===== config.mk =====
export PLATFORM = sky130hd
export DESIGN_NAME = spiral_disc_window_generator_core
export DESIGN_NICKNAME = d
export VERILOG_FILES = /design/src/rtl/core/sdwg_pkg.sv /design/src/rtl/core/spiral_disc_window_generator_core.sv /design/src/rtl/core/sdwg_ctrl.sv /design/src/rtl/core/sdwg_dp.sv
export VERILOG_INCLUDE_DIRS = /design/src /design/src/rtl/core
export SDC_FILE = /design/constraint.sdc
export NUM_CORES = 1
export LEC_CHECK = 0
export BUFFER_PORTS_ARGS = -buffer_cell sky130_fd_sc_hd__buf_2
export CAP_MARGIN = 20
export CORE_AREA = 2 2 114 116
export DETAILED_ROUTE_END_ITERATION = 6
export DIE_AREA = 0 0 116 118
export HOLD_SLACK_MARGIN = 0.06
export PLACE_DENSITY = 0.74
export SETUP_SLACK_MARGIN = 0.02
export SYNTH_ARGS = -nofsm -noshare
export SYNTH_HDL_FRONTEND = slang
export SYNTH_SLANG_ARGS = --single-unit

===== constraint.sdc =====
create_clock -name i_clk -period 8 [get_ports i_clk]
set_input_delay 1.2 -clock i_clk [delete_from_list [all_inputs] [get_ports i_clk]]
set_output_delay 1.2 -clock i_clk [all_outputs]
set_load 0.1 [all_outputs]

===== src/rtl/core/spiral_disc_window_generator_core_defines.svh =====
// Assertion macros shared by the core's modules.
`ifndef SPIRAL_DISC_WINDOW_GENERATOR_CORE_DEFINES_SVH
`define SPIRAL_DISC_WINDOW_GENERATOR_CORE_DEFINES_SVH

// Checks an implication on every rising clock edge outside reset.
`define SDWG_ASSERT_IMPL(label, prop, msg) \
    label: assert property (@(posedge i_clk) disable iff (!i_rst_n) prop) else $error(msg);

// Checks that a condition never holds outside reset.
`define SDWG_ASSERT_NEVER(label, cond, msg) \
    label: assert property (@(posedge i_clk) disable iff (!i_rst_n) !(cond)) else $error(msg);

`endif


===== src/rtl/core/sdwg_pkg.sv =====
package sdwg_pkg;

    localparam int COORD_BITS = 16;
    localparam int RADIUS_BITS = 3;
    localparam logic [RADIUS_BITS-1:0] RADIUS_RESET = 3'd4;

    typedef struct packed {
        logic signed [COORD_BITS-1:0] center_x;
        logic signed [COORD_BITS-1:0] center_z;
    } t_in_word;

    typedef struct packed {
        logic signed [COORD_BITS-1:0] tile_x;
        logic signed [COORD_BITS-1:0] tile_z;
        logic                         is_last;
    } t_out_word;

    typedef enum logic {
        ST_IDLE,
        ST_WALK
    } t_state;

    typedef enum logic [2:0] {
        SEG_CENTER,
        SEG_TOP,
        SEG_RIGHT,
        SEG_BOTTOM,
        SEG_LEFT
    } t_seg;

    typedef struct packed {
        logic load;
        logic step;
    } t_ctrl_cmd;

    typedef struct packed {
        logic cand_last;
        logic out_free;
    } t_dp_status;

endpackage


===== src/rtl/core/spiral_disc_window_generator_core.sv =====
// Spiral disc window generator.
// Input channel (i_in_valid / o_in_stall) takes one word with a center tile.
// Output channel (o_out_valid / i_out_stall) returns every tile within the
// disc of the configured radius, center first, then ring by ring (top edge
// left to right, right edge down, bottom edge right to left, left edge up).
// The last word of a request has is_last set.
// i_cfg_we writes the radius from i_cfg_wdata; values above MAX_RADIUS
// saturate. Write it only while no request is in flight.
// The input word is loaded into the walk registers; the first word is then
// registered in the output register when the center tile is tested. The
// walker tests one candidate per cycle while the walk is not held, and stops
// at the last tile. The walk holds while the output register is full and
// stalled; a new request is taken as soon as the walk of the previous one
// has finished, even if its last word still waits.
// Reset (synchronous, active low) empties the output, returns to idle and
// sets the radius to 4.
module spiral_disc_window_generator_core #(
    parameter int MAX_RADIUS = 4
) (
    input  logic                              i_clk,
    input  logic                              i_rst_n,
    input  logic                              i_in_valid,
    output logic                              o_in_stall,
    input  sdwg_pkg::t_in_word                i_in_word,
    output logic                              o_out_valid,
    input  logic                              i_out_stall,
    output sdwg_pkg::t_out_word               o_out_word,
    input  logic                              i_cfg_we,
    input  logic [sdwg_pkg::RADIUS_BITS-1:0]  i_cfg_wdata
);

    logic [sdwg_pkg::RADIUS_BITS-1:0] r_view_radius;
    sdwg_pkg::t_ctrl_cmd              cmd;
    sdwg_pkg::t_dp_status             status;

    always_ff @(posedge i_clk) begin
        if (!i_rst_n) begin
            r_view_radius <= sdwg_pkg::RADIUS_RESET;
        end else if (i_cfg_we) begin
            r_view_radius <= i_cfg_wdata;
        end
    end

    sdwg_ctrl u_ctrl (
        .i_clk      (i_clk),
        .i_rst_n    (i_rst_n),
        .i_in_valid (i_in_valid),
        .o_in_stall (o_in_stall),
        .i_status   (status),
        .o_cmd      (cmd)
    );

    sdwg_dp #(
        .MAX_RADIUS (MAX_RADIUS)
    ) u_dp (
        .i_clk         (i_clk),
        .i_rst_n       (i_rst_n),
        .i_cmd         (cmd),
        .o_status      (status),
        .i_in_word     (i_in_word),
        .i_view_radius (r_view_radius),
        .o_out_valid   (o_out_valid),
        .i_out_stall   (i_out_stall),
        .o_out_word    (o_out_word)
    );

endmodule


===== src/rtl/core/sdwg_ctrl.sv =====
`include "spiral_disc_window_generator_core_defines.svh"

module sdwg_ctrl (
    input  logic                  i_clk,
    input  logic                  i_rst_n,
    input  logic                  i_in_valid,
    output logic                  o_in_stall,
    input  sdwg_pkg::t_dp_status  i_status,
    output sdwg_pkg::t_ctrl_cmd   o_cmd
);

    sdwg_pkg::t_state r_state;
    sdwg_pkg::t_state n_state;

    always_ff @(posedge i_clk) begin
        if (!i_rst_n) begin
            r_state <= sdwg_pkg::ST_IDLE;
        end else begin
            r_state <= n_state;
        end
    end

    always_comb begin
        n_state    = r_state;
        o_cmd      = '0;
        o_in_stall = 1'b1;
        case (r_state)
            sdwg_pkg::ST_IDLE: begin
                o_in_stall = 1'b0;
                if (i_in_valid) begin
                    o_cmd.load = 1'b1;
                    n_state    = sdwg_pkg::ST_WALK;
                end
            end
            sdwg_pkg::ST_WALK: begin
                // A candidate is only tested when the output register can take it.
                o_cmd.step = i_status.out_free;
                if (i_status.out_free && i_status.cand_last) begin
                    n_state = sdwg_pkg::ST_IDLE;
                end
            end
            default: begin
                n_state = sdwg_pkg::ST_IDLE;
            end
        endcase
    end

    `SDWG_ASSERT_IMPL(a_load_starts_walk, o_cmd.load |=> (r_state == sdwg_pkg::ST_WALK), "load did not start a walk")
    `SDWG_ASSERT_IMPL(a_last_ends_walk, (o_cmd.step && i_status.cand_last) |=> (r_state == sdwg_pkg::ST_IDLE), "walk did not end after the last tile")

endmodule


===== src/rtl/core/sdwg_dp.sv =====
`include "spiral_disc_window_generator_core_defines.svh"

module sdwg_dp #(
    parameter int MAX_RADIUS = 4
) (
    input  logic                                 i_clk,
    input  logic                                 i_rst_n,
    input  sdwg_pkg::t_ctrl_cmd                  i_cmd,
    output sdwg_pkg::t_dp_status                 o_status,
    input  sdwg_pkg::t_in_word                   i_in_word,
    input  logic [sdwg_pkg::RADIUS_BITS-1:0]     i_view_radius,
    output logic                                 o_out_valid,
    input  logic                                 i_out_stall,
    output sdwg_pkg::t_out_word                  o_out_word
);

    localparam int RAD_W = $clog2(MAX_RADIUS + 1);
    localparam int OFS_W = RAD_W + 1;
    localparam int SQ_W  = 2 * OFS_W;

    logic signed [sdwg_pkg::COORD_BITS-1:0] r_cx;
    logic signed [sdwg_pkg::COORD_BITS-1:0] r_cz;
    logic [RAD_W-1:0]                       r_rad;
    logic [2*RAD_W-1:0]                     r_rad2;
    logic signed [OFS_W-1:0]                r_dx;
    logic signed [OFS_W-1:0]                r_dz;
    logic signed [OFS_W-1:0]                r_ring;
    sdwg_pkg::t_seg                         r_seg;
    sdwg_pkg::t_out_word                    r_out;
    logic                                   r_out_valid;

    logic signed [OFS_W-1:0]                n_dx;
    logic signed [OFS_W-1:0]                n_dz;
    logic signed [OFS_W-1:0]                n_ring;
    sdwg_pkg::t_seg                         n_seg;

    logic [RAD_W-1:0]                       rad_sat;
    logic signed [OFS_W-1:0]                ofs_rad;
    logic signed [SQ_W-1:0]                 dx_sq;
    logic signed [SQ_W-1:0]                 dz_sq;
    logic [SQ_W:0]                          dist2;
    logic                                   cand_inside;
    logic                                   cand_last;
    logic                                   out_free;

    // Radius values above the supported maximum saturate.
    assign rad_sat = (i_view_radius > sdwg_pkg::RADIUS_BITS'(MAX_RADIUS))
                   ? RAD_W'(MAX_RADIUS) : i_view_radius[RAD_W-1:0];

    assign ofs_rad     = signed'({1'b0, r_rad});
    assign dx_sq       = r_dx * r_dx;
    assign dz_sq       = r_dz * r_dz;
    assign dist2       = {1'b0, dx_sq} + {1'b0, dz_sq};
    assign cand_inside = dist2 <= (SQ_W + 1)'(r_rad2);
    // On the outer ring only the four axis points lie in the disc, so the
    // left axis point is always the final tile.
    assign cand_last   = (r_dx == -ofs_rad) && (r_dz == '0);
    assign out_free    = !r_out_valid || !i_out_stall;

    assign o_status.cand_last = cand_last;
    assign o_status.out_free  = out_free;

    // Spiral walk: center, then per ring top, right, bottom and left edges.
    always_comb begin
        n_dx   = r_dx;
        n_dz   = r_dz;
        n_ring = r_ring;
        n_seg  = r_seg;
        case (r_seg)
            sdwg_pkg::SEG_CENTER: begin
                n_ring = OFS_W'(1);
                n_seg  = sdwg_pkg::SEG_TOP;
                n_dx   = -OFS_W'(1);
                n_dz   = OFS_W'(1);
            end
            sdwg_pkg::SEG_TOP: begin
                if (r_dx == r_ring) begin
                    n_seg = sdwg_pkg::SEG_RIGHT;
                    n_dz  = r_ring - OFS_W'(1);
                end else begin
                    n_dx = r_dx + OFS_W'(1);
                end
            end
            sdwg_pkg::SEG_RIGHT: begin
                if (r_dz == -r_ring) begin
                    n_seg = sdwg_pkg::SEG_BOTTOM;
                    n_dx  = r_ring - OFS_W'(1);
                end else begin
                    n_dz = r_dz - OFS_W'(1);
                end
            end
            sdwg_pkg::SEG_BOTTOM: begin
                if (r_dx == -r_ring) begin
                    n_seg = sdwg_pkg::SEG_LEFT;
                    n_dz  = -r_ring + OFS_W'(1);
                end else begin
                    n_dx = r_dx - OFS_W'(1);
                end
            end
            sdwg_pkg::SEG_LEFT: begin
                if (r_dz == r_ring - OFS_W'(1)) begin
                    n_ring = r_ring + OFS_W'(1);
                    n_seg  = sdwg_pkg::SEG_TOP;
                    n_dx   = -(r_ring + OFS_W'(1));
                    n_dz   = r_ring + OFS_W'(1);
                end else begin
                    n_dz = r_dz + OFS_W'(1);
                end
            end
            default: begin
                n_seg = sdwg_pkg::SEG_CENTER;
            end
        endcase
    end

    always_ff @(posedge i_clk) begin
        if (i_cmd.load) begin
            r_cx   <= i_in_word.center_x;
            r_cz   <= i_in_word.center_z;
            r_rad  <= rad_sat;
            r_rad2 <= rad_sat * rad_sat;
            r_dx   <= '0;
            r_dz   <= '0;
            r_ring <= '0;
            r_seg  <= sdwg_pkg::SEG_CENTER;
        end else if (i_cmd.step) begin
            r_dx   <= n_dx;
            r_dz   <= n_dz;
            r_ring <= n_ring;
            r_seg  <= n_seg;
        end
        if (i_cmd.step && cand_inside) begin
            r_out.tile_x  <= r_cx + sdwg_pkg::COORD_BITS'(r_dx);
            r_out.tile_z  <= r_cz + sdwg_pkg::COORD_BITS'(r_dz);
            r_out.is_last <= cand_last;
        end
    end

    always_ff @(posedge i_clk) begin
        if (!i_rst_n) begin
            r_out_valid <= 1'b0;
        end else if (i_cmd.step && cand_inside) begin
            r_out_valid <= 1'b1;
        end else if (!i_out_stall) begin
            r_out_valid <= 1'b0;
        end
    end

    assign o_out_valid = r_out_valid;
    assign o_out_word  = r_out;

    `SDWG_ASSERT_IMPL(a_last_emitted, (i_cmd.step && cand_last) |=> (r_out_valid && r_out.is_last), "final tile was not emitted")
    `SDWG_ASSERT_IMPL(a_load_at_center, i_cmd.load |=> ((r_dx == '0) && (r_dz == '0)), "walk did not start at the center")

endmodule

==> results of run 1 <==
[how the worst min path moves through the flow]
stage	start	end	slack, ns	depth (start not counted)
6_report	r_view_radius[2]	u_dp.r_rad[2]	0.53	0
3_3_place_gp	r_view_radius[1]	r_view_radius[1]	0.51	2
3_5_place_dp	r_view_radius[2]	u_dp.r_rad[2]	0.53	0
4_1_cts	r_view_radius[2]	u_dp.r_rad[2]	0.54	0
5_1_grt	r_view_radius[2]	u_dp.r_rad[2]	0.55	0
2_1_floorplan	r_view_radius[1]	r_view_radius[1]	0.47	2
[sequential cells by signal, summed over array words and instances (netlist names)]
signal and flops:
r_view_radius 3, u_dp.r_cx 16, u_dp.o_out_word 33, u_dp.r_ring 4, u_dp.r_dz 4, u_dp.r_rad 2, u_dp.r_dx 4, u_dp.o_out_valid 1
u_ctrl.r_state 1, u_dp.r_seg 3, u_dp.r_rad2 5, u_dp.r_cz 16
[final cells by class]
class / count / area [um^2]
inverters: 62 / 232.7
clock buffers: 12 / 236.5
multi-input cells: 482 / 3857
well taps: 172 / 215.2
repair buffers: 77 / 425.4
fillers: 1037 / 4860
clock inverters: 4 / 25.02
flip-flops and latches: 92 / 2562
[kinds of logic after synthesis]
family / count (synthesis)
compound gates: 151
xor+xnor: 67
fa+ha+maj: 95
buf+inv: 83
flops: 92
mux: 9
other cells: 1
simple gates: 158
[cells in the mapped netlist (5+ instances only)]
master,instances
ha_1,78
edfxtp_1,72
inv_1,62
xnor2_1,43
a21oi_1,36
nand2_1,35
nor2_1,31
o21ai_0,30
a21o_1,24
xor2_1,23
nor2b_1,22
dfxtp_1,20
fa_1,17
nor3_1,17
nand3_1,10
clkbuf_1,9
mux2i_1,9
nand2b_1,8
buf_2,7
a31oi_1,5
and2_1,5
and3_1,5
o22ai_1,5
[metrics by stage]
stage          worst slack, ns    util
2_1_floorplan            1.872       -
3_3_place_gp             2.425  0.5837
3_5_place_dp             2.251  0.5837
4_1_cts                  2.206  0.6047
5_1_grt                  2.379  0.6085
6_report                 2.812  0.6085
[routing by layer]
metal | up-vias | track usage | part of all wire
met3 | 22 | 0.04171 | 0.051
met1 | 2338 | 0.2840 | 0.44
met5 | - | 0 | 0
met4 | 0 | 0.07292 | 0.018
met2 | 136 | 0.3662 | 0.49
li1 | 2488 | - | -
==> impl_metrics.env, run 1 <==
export IMPL_clockBufferDepth=2
export IMPL_postCtsSetupBuffers=0
export IMPL_drt_first_pass_iters=4
export IMPL_max_freq_ghz=0.1928
export IMPL_num_vias=4984
export IMPL_path_class="reg -> reg"
export IMPL_drc_errors=0
export IMPL_antenna_found_initial=0
export IMPL_clk_pin_slew_ns=0.06
export IMPL_rr_endpoint="u_dp.o_out_word[20]"
export IMPL_synth_area_leaders="edfxtp_1 32%, ha_1 14%, dfxtp_1 5.9%, xnor2_1 5.6%, fa_1 5.0%"
export IMPL_design_area_um2=7555
export IMPL_synthCells=656
export IMPL_worst_pin_slew_ns=0.9893
export IMPL_yosys_area_share_adder=0.1951
export IMPL_cts_root_buf="clkbuf_16"
export IMPL_synth_warnings=0
export IMPL_regToRegSetupSlack_ns=2.81
export IMPL_post_cts_resized=0
export IMPL_yosys_area_top_type="edfxtp_1"
export IMPL_cts_max_level=3
export IMPL_maxCapViolCount=0
export IMPL_ys_ff_latch=92
export IMPL_crit_path_end="u_dp.o_out_word[20]"
export IMPL_synth_compound_area_frac=0.1519
export IMPL_routed_wl_um=14350
export IMPL_route_antenna_remaining_nets=0
export IMPL_crit_start="u_dp.r_dx[3]"
export IMPL_hold_ws_ns=0.5343
export IMPL_dpl_hpwl_um=10860
export IMPL_io_buffer_count=74
export IMPL_die_area_um2=13690
export IMPL_slew_violations=0
export IMPL_hold_viol=0
export IMPL_final_common_cell="ha_1"
export IMPL_fin_cells=901
export IMPL_yosysTopAreaCellShare=0.3204
export IMPL_grt_max_degree=44
export IMPL_drtIter0Drc=287
export IMPL_io_pins=75
export IMPL_synth_edf_count=72
export IMPL_synth_distinct_cells=61
export IMPL_slowest_stage="dfxtp_1"
export IMPL_start_kind="register"
export IMPL_hp_class="reg -> reg"
export IMPL_drive_gt1_frac=0.1399
export IMPL_worstPathRequired_ns=8.05
export IMPL_clk_latency_ns=0.35
export IMPL_setup_viol=0
export IMPL_grt_pass1_vias=4886
export IMPL_fp_row_count=41
export IMPL_layout_common_cells="78 x ha_1, 74 x buf_2, 72 x edfxtp_1"
export IMPL_synth_xor_area_frac=0.08900
export IMPL_cpPeakStageDelay_ns=0.97
export IMPL_num_antenna_cells=0
export IMPL_area_delta_synth_final_pct=11.96
export IMPL_cts_buffers=9
export IMPL_r2r_start="u_dp.r_dx[3]"
export IMPL_path_cells="ha_1 > inv_1 > fa_1 > fa_1 > inv_1 > ha_1 > ha_1 > a21o_1 > a21oi_1 > xnor2_1 > ha_1 > nor4_1 > o2111ai_1 > a21oi_4 > buf_12"
export IMPL_critPathArrivalTime_ns=5.24
export IMPL_synthMuxAreaShare=0.01335
export IMPL_ys_flop_type="edfxtp_1"
export IMPL_start_util=0.5435
export IMPL_cp_buffers_inverters=3
export IMPL_wl_per_cell_um=15.93
export IMPL_cp_common_cell="ha_1"
export IMPL_skew_ns=0.008650
export IMPL_fin_setup_tns_ns=0
export IMPL_viasPerCell=5.532
export IMPL_slew_headroom=0.3396
export IMPL_synth_top_family_by_area="adder cells"
export IMPL_postCtsHoldBufs=0
export IMPL_coreArea_um2=12410
export IMPL_netlist_area_um2=6748
export IMPL_async_flop_share=0
export IMPL_cp_end_kind="register"
export IMPL_cts_tree="built"
export IMPL_gp_congestion=0.9197
export IMPL_grt_pass1_wl_um=23690
export IMPL_die_y_um=118
export IMPL_rsz0062_at_grt="false"
export IMPL_dp_cells=883
export IMPL_fin_nets=859
export IMPL_crit_family="adder cells"
export IMPL_cts_sinks=92
export IMPL_cp_max_fo=29
export IMPL_die_x_um=116
export IMPL_yosysSeqAreaShare=0.3798
export IMPL_grt_ovfl_total=0
export IMPL_layout_min_cycle_time_ns=5.188
export IMPL_groute_usage_overall=0.2192
export IMPL_status="finished clean"
export IMPL_min_period_over_period=0.6485
export IMPL_placed_area_um2=7246
export IMPL_worstSetupPathDepth=15
export IMPL_reg2reg_depth=15
export IMPL_synth_simple_gate_area_frac=0.1196
export IMPL_syn_avg_cell_area_um2=10.29
Power of run 1 is not shown: default switching activity piles up to over one toggle a cycle in this logic, so the estimate is an artifact.
==> run 2: changes to the inputs <==
==> constraint.sdc (replaced) <==
create_clock -name i_clk -period 5.1 [get_ports i_clk]
set_input_delay 0.765 -clock i_clk [delete_from_list [all_inputs] [get_ports i_clk]]
set_output_delay 0.765 -clock i_clk [all_outputs]
set_load 0.1 [all_outputs]
==> impl_metrics.env, run 2 (same netlist as run 1, synthesis figures left out) <==
export IMPL_io_pins=75
export IMPL_slew_violations=0
export IMPL_cts_buffers=9
export IMPL_postCtsHoldBufs=0
export IMPL_fin_nets=864
export IMPL_cts_tree="built"
export IMPL_max_freq_ghz=0.2062
export IMPL_viasPerCell=5.659
export IMPL_grt_pass1_vias=5175
export IMPL_fp_row_count=41
export IMPL_io_buffer_count=74
export IMPL_dpl_hpwl_um=11410
export IMPL_die_area_um2=13690
export IMPL_nFillCells=1042
export IMPL_rsz0062_at_grt="false"
export IMPL_maxCapViolCount=0
export IMPL_drive_gt1_frac=0.1487
export IMPL_num_antenna_cells=0
export IMPL_route_antenna_remaining_nets=0
export IMPL_die_y_um=118
export IMPL_setup_viol=0
export IMPL_skew_ns=0.006615
export IMPL_antenna_found_initial=0
export IMPL_clk_latency_ns=0.35
export IMPL_routed_wl_um=15010
export IMPL_start_kind="register"
export IMPL_critPathArrivalTime_ns=4.89
export IMPL_grt_pass1_wl_um=24810
export IMPL_worstPathRequired_ns=5.14
export IMPL_num_vias=5121
export IMPL_groute_usage_overall=0.2296
export IMPL_hold_ws_ns=0.5333
export IMPL_cp_max_fo=17
export IMPL_drt_first_pass_iters=5
export IMPL_hold_viol=0
export IMPL_placed_area_um2=7298
export IMPL_gp_congestion=0.9301
export IMPL_grt_ovfl_total=0
export IMPL_cts_max_level=3
export IMPL_clk_pin_slew_ns=0.06
export IMPL_min_period_over_period=0.9511
export IMPL_worst_pin_slew_ns=0.6498
export IMPL_layout_min_cycle_time_ns=4.851
export IMPL_worst_slack_ns=0.2495
export IMPL_area_delta_synth_final_pct=12.81
export IMPL_place_ws_ns=0.3132
export IMPL_design_area_um2=7612
export IMPL_hp_class="reg -> reg"
export IMPL_clockBufferDepth=2
export IMPL_layout_common_cells="78 x ha_1, 74 x buf_2, 72 x edfxtp_1"
export IMPL_wl_per_cell_um=16.58
export IMPL_drc_errors=0
export IMPL_slew_headroom=0.5659
export IMPL_status="finished clean"
export IMPL_cp_end_kind="register"
export IMPL_post_cts_resized=0
export IMPL_final_common_cell="ha_1"
export IMPL_largest_register_ffs=33
export IMPL_die_x_um=116
export IMPL_drtIter0Drc=384
export IMPL_fin_setup_tns_ns=0
export IMPL_postCtsSetupBuffers=0
export IMPL_grt_max_degree=30
export IMPL_cts_root_buf="clkbuf_16"
export IMPL_cts_sinks=92
export IMPL_coreArea_um2=12410
export IMPL_path_class="reg -> reg"
export IMPL_start_util=0.5435
==> run 2: layout make-up <==
class                      instances  area [um^2]  share of cell area
multi-input combinational        482         3857              0.5067
sequential                        92         2562              0.3366
clock buffer                       9        225.2             0.02959
inverter                          62        232.7             0.03057
tap                              172        215.2             0.02827
timing repair buffer              82        430.4             0.05654
clock inverter                     6        88.84             0.01167
==> run 2: through the flow <==
| stage | utilization | cells |
|---|---|---|
| after floorplan | - | 657 |
| after detailed placement | 0.5879 | 890 |
| after global routing | 0.6132 | 905 |
| after CTS | 0.6132 | 905 |
| after global placement | 0.5879 | 890 |
| final | 0.6132 | 905 |
==> run 2: per-layer routing <==
layer | track usage | vias to the layer above | routed length [um]
met4 | 0.07515 | 0 | 320
met2 | 0.3944 | 123 | 7570
met1 | 0.2832 | 2475 | 6498
li1 | - | 2494 | -
met3 | 0.05201 | 29 | 615
met5 | 0 | - | 0
==> run 2: final timing paths <==
check        depth (start not counted)             start  slack, ns             endpoint
max                                 16      u_dp.r_dx[2]       0.25  u_dp.o_out_word[19]
min                                  2  r_view_radius[1]       0.53     r_view_radius[1]
max reg2reg                         16      u_dp.r_dx[2]       0.25  u_dp.o_out_word[19]
min reg2reg                          2  r_view_radius[1]       0.53     r_view_radius[1]
==> run 2: critical path: stages (launching register included) <==
cell and delay [ns]:
dfxtp_1 0.54, inv_1 0.18, ha_1 0.23, inv_1 0.07, fa_1 0.46, fa_1 0.54, inv_1 0.04, ha_1 0.28
ha_1 0.34, a21o_1 0.19, a21oi_1 0.17, xnor2_1 0.15, ha_1 0.25, nor4_1 0.34, o2111ai_1 0.27, a21oi_4 0.20
buf_4 0.27
Power of run 2 is left out for the same reason.
==> run 3: changes to the inputs <==
--- a/config.mk
+++ b/config.mk
@@ -8,11 +8,13 @@
 export LEC_CHECK = 0
 export BUFFER_PORTS_ARGS = -buffer_cell sky130_fd_sc_hd__buf_2
 export CAP_MARGIN = 20
-export CORE_AREA = 2 2 114 116
+export CELL_PAD_IN_SITES_DETAIL_PLACEMENT = 2
+export CELL_PAD_IN_SITES_GLOBAL_PLACEMENT = 2
+export CORE_AREA = 2 2 135 137
 export DETAILED_ROUTE_END_ITERATION = 6
-export DIE_AREA = 0 0 116 118
+export DIE_AREA = 0 0 137 139
 export HOLD_SLACK_MARGIN = 0.06
-export PLACE_DENSITY = 0.74
+export PLACE_DENSITY = 0.8
 export SETUP_SLACK_MARGIN = 0.02
 export SYNTH_ARGS = -nofsm -noshare
 export SYNTH_HDL_FRONTEND = slang
==> impl_metrics.env, run 3 (same netlist as run 1, synthesis figures left out) <==
export IMPL_num_vias=5226
export IMPL_clockBufferDepth=2
export IMPL_drc_errors=0
export IMPL_antenna_found_initial=0
export IMPL_cts_root_buf="clkbuf_16"
export IMPL_cts_max_level=3
export IMPL_routed_wl_um=20230
export IMPL_grt_ovfl_total=0
export IMPL_worst_pin_slew_ns=0.8140
export IMPL_groute_usage_overall=0.2207
export IMPL_path_class="reg -> reg"
export IMPL_postCtsHoldBufs=0
export IMPL_grt_max_degree=34
export IMPL_drive_gt1_frac=0.1514
export IMPL_clk_latency_ns=0.35
export IMPL_fp_row_count=49
export IMPL_viasPerCell=5.432
export IMPL_rr_endpoint="u_dp.o_out_word[8]"
export IMPL_die_area_um2=19040
export IMPL_largest_register_ffs=33
export IMPL_cp_common_cell="ha_1"
export IMPL_layout_common_cells="78 x ha_1, 74 x buf_2, 72 x edfxtp_1"
export IMPL_dpl_hpwl_um=15930
export IMPL_slew_violations=0
export IMPL_path_cells="buf_4 > and2b_1 > fa_1 > inv_1 > fa_1 > inv_1 > ha_1 > ha_1 > a21oi_1 > xnor2_1 > ha_1 > a21oi_1 > a31oi_1 > o22ai_1 > o2111ai_1 > a21oi_4 > buf_12"
export IMPL_hold_ws_ns=0.5333
export IMPL_worstPathRequired_ns=5.14
export IMPL_route_antenna_remaining_nets=0
export IMPL_wl_per_cell_um=21.03
export IMPL_hp_class="reg -> reg"
export IMPL_io_buffer_count=74
export IMPL_critPathArrivalTime_ns=4.90
export IMPL_hold_viol=0
export IMPL_hold_end="r_view_radius[1]"
export IMPL_area_delta_synth_final_pct=13.42
export IMPL_max_freq_ghz=0.2059
export IMPL_die_y_um=139
export IMPL_rsz0062_at_grt="false"
export IMPL_start_kind="register"
export IMPL_slowest_stage="fa_1"
export IMPL_cts_sinks=92
export IMPL_cts_buffers=9
export IMPL_clk_pin_slew_ns=0.07
export IMPL_cp_end_kind="register"
export IMPL_regToRegSetupSlack_ns=0.24
export IMPL_cp_max_fo=33
export IMPL_start_util=0.3822
export IMPL_hold_depth=2
export IMPL_slew_headroom=0.4540
export IMPL_fin_setup_tns_ns=0
export IMPL_die_x_um=137
export IMPL_io_pins=75
export IMPL_drt_first_pass_iters=4
export IMPL_num_antenna_cells=0
export IMPL_grt_pass1_wl_um=32490
export IMPL_fin_nets=865
export IMPL_gp_congestion=0.8924
export IMPL_hold_start="r_view_radius[1]"
export IMPL_postCtsSetupBuffers=0
export IMPL_drtIter0Drc=155
export IMPL_post_cts_resized=0
export IMPL_maxCapViolCount=0
export IMPL_min_period_over_period=0.9525
export IMPL_layout_min_cycle_time_ns=4.858
export IMPL_r2r_start="u_dp.r_dz[3]"
export IMPL_coreArea_um2=17660
export IMPL_skew_ns=0.006794
export IMPL_grt_pass1_vias=6026
export IMPL_cpPeakStageDelay_ns=0.55
export IMPL_reg2reg_depth=17
export IMPL_status="finished clean"
export IMPL_setup_viol=0
export IMPL_final_common_cell="ha_1"
export IMPL_cts_tree="built"
-- run 3: cell types whose count changed in the layout (fill, tap and decap cells not counted), sizes merged --
cell	before	now
buf	82	83
clkinvlp	1	2
inv	62	63
clkinv	3	2
bufinv	2	0
-- run 3: worst max-delay path: cells and delay by family (launching register included) --
| family | cells | cell delay (ns) |
|---|---|---|
| fa+ha+maj | 5 | 2.01 |
| compound gates | 6 | 1.12 |
| xor+xnor | 1 | 0.18 |
| simple gates | 1 | 0.20 |
| flops | 1 | 0.42 |
| buf+inv | 4 | 0.60 |
-- run 3: how the worst max path moves through the flow --
stage | startpoint | to | cells after the start
2_1_floorplan | u_dp.r_dz[3] | u_dp.o_out_word[0] | 14
3_3_place_gp | u_dp.r_dx[2] | u_dp.o_out_word[11] | 16
3_5_place_dp | u_dp.r_dz[2] | u_dp.o_out_word[11] | 16
4_1_cts | u_dp.r_dz[2] | u_dp.o_out_word[11] | 16
5_1_grt | u_dp.r_dz[3] | u_dp.o_out_word[4] | 17
6_report | u_dp.r_dz[3] | u_dp.o_out_word[8] | 17
-- run 3: cell type report --
cell class	count	area [um^2]
flip-flops and latches	92	2565
fillers	1892	10000
multi-input cells	482	3857
inverters	62	232.7
clock inverters	5	36.28
clock buffers	9	225.2
repair buffers	83	450.4
well taps	229	286.5
-- run 3: layer usage --
layer | GRT usage | share of wire | routed length (um) | vias to the layer above
met3 | 0.03143 | 0.026 | 529 | 27
met1 | 0.2567 | 0.42 | 8506 | 2642
met5 | 0 | 0 | 0 | -
met2 | 0.4176 | 0.54 | 10840 | 72
met4 | 0.05372 | 0.018 | 363 | 0
li1 | - | - | - | 2485
-- run 3: through the flow --
| stage | cell area (um^2) | setup slack [ns] | std cells | util |
|---|---|---|---|---|
| after floorplan | 6763 | 0.03260 | 657 | - |
| after global placement | 7390 | 0.5149 | 948 | 0.4185 |
| after detailed placement | 7390 | 0.3077 | 948 | 0.4185 |
| after CTS | 7651 | 0.2228 | 962 | 0.4333 |
| after global routing | 7654 | 0.02256 | 962 | 0.4335 |
| final | 7654 | 0.2424 | 962 | 0.4335 |
Power of run 3 is left out for the same reason.
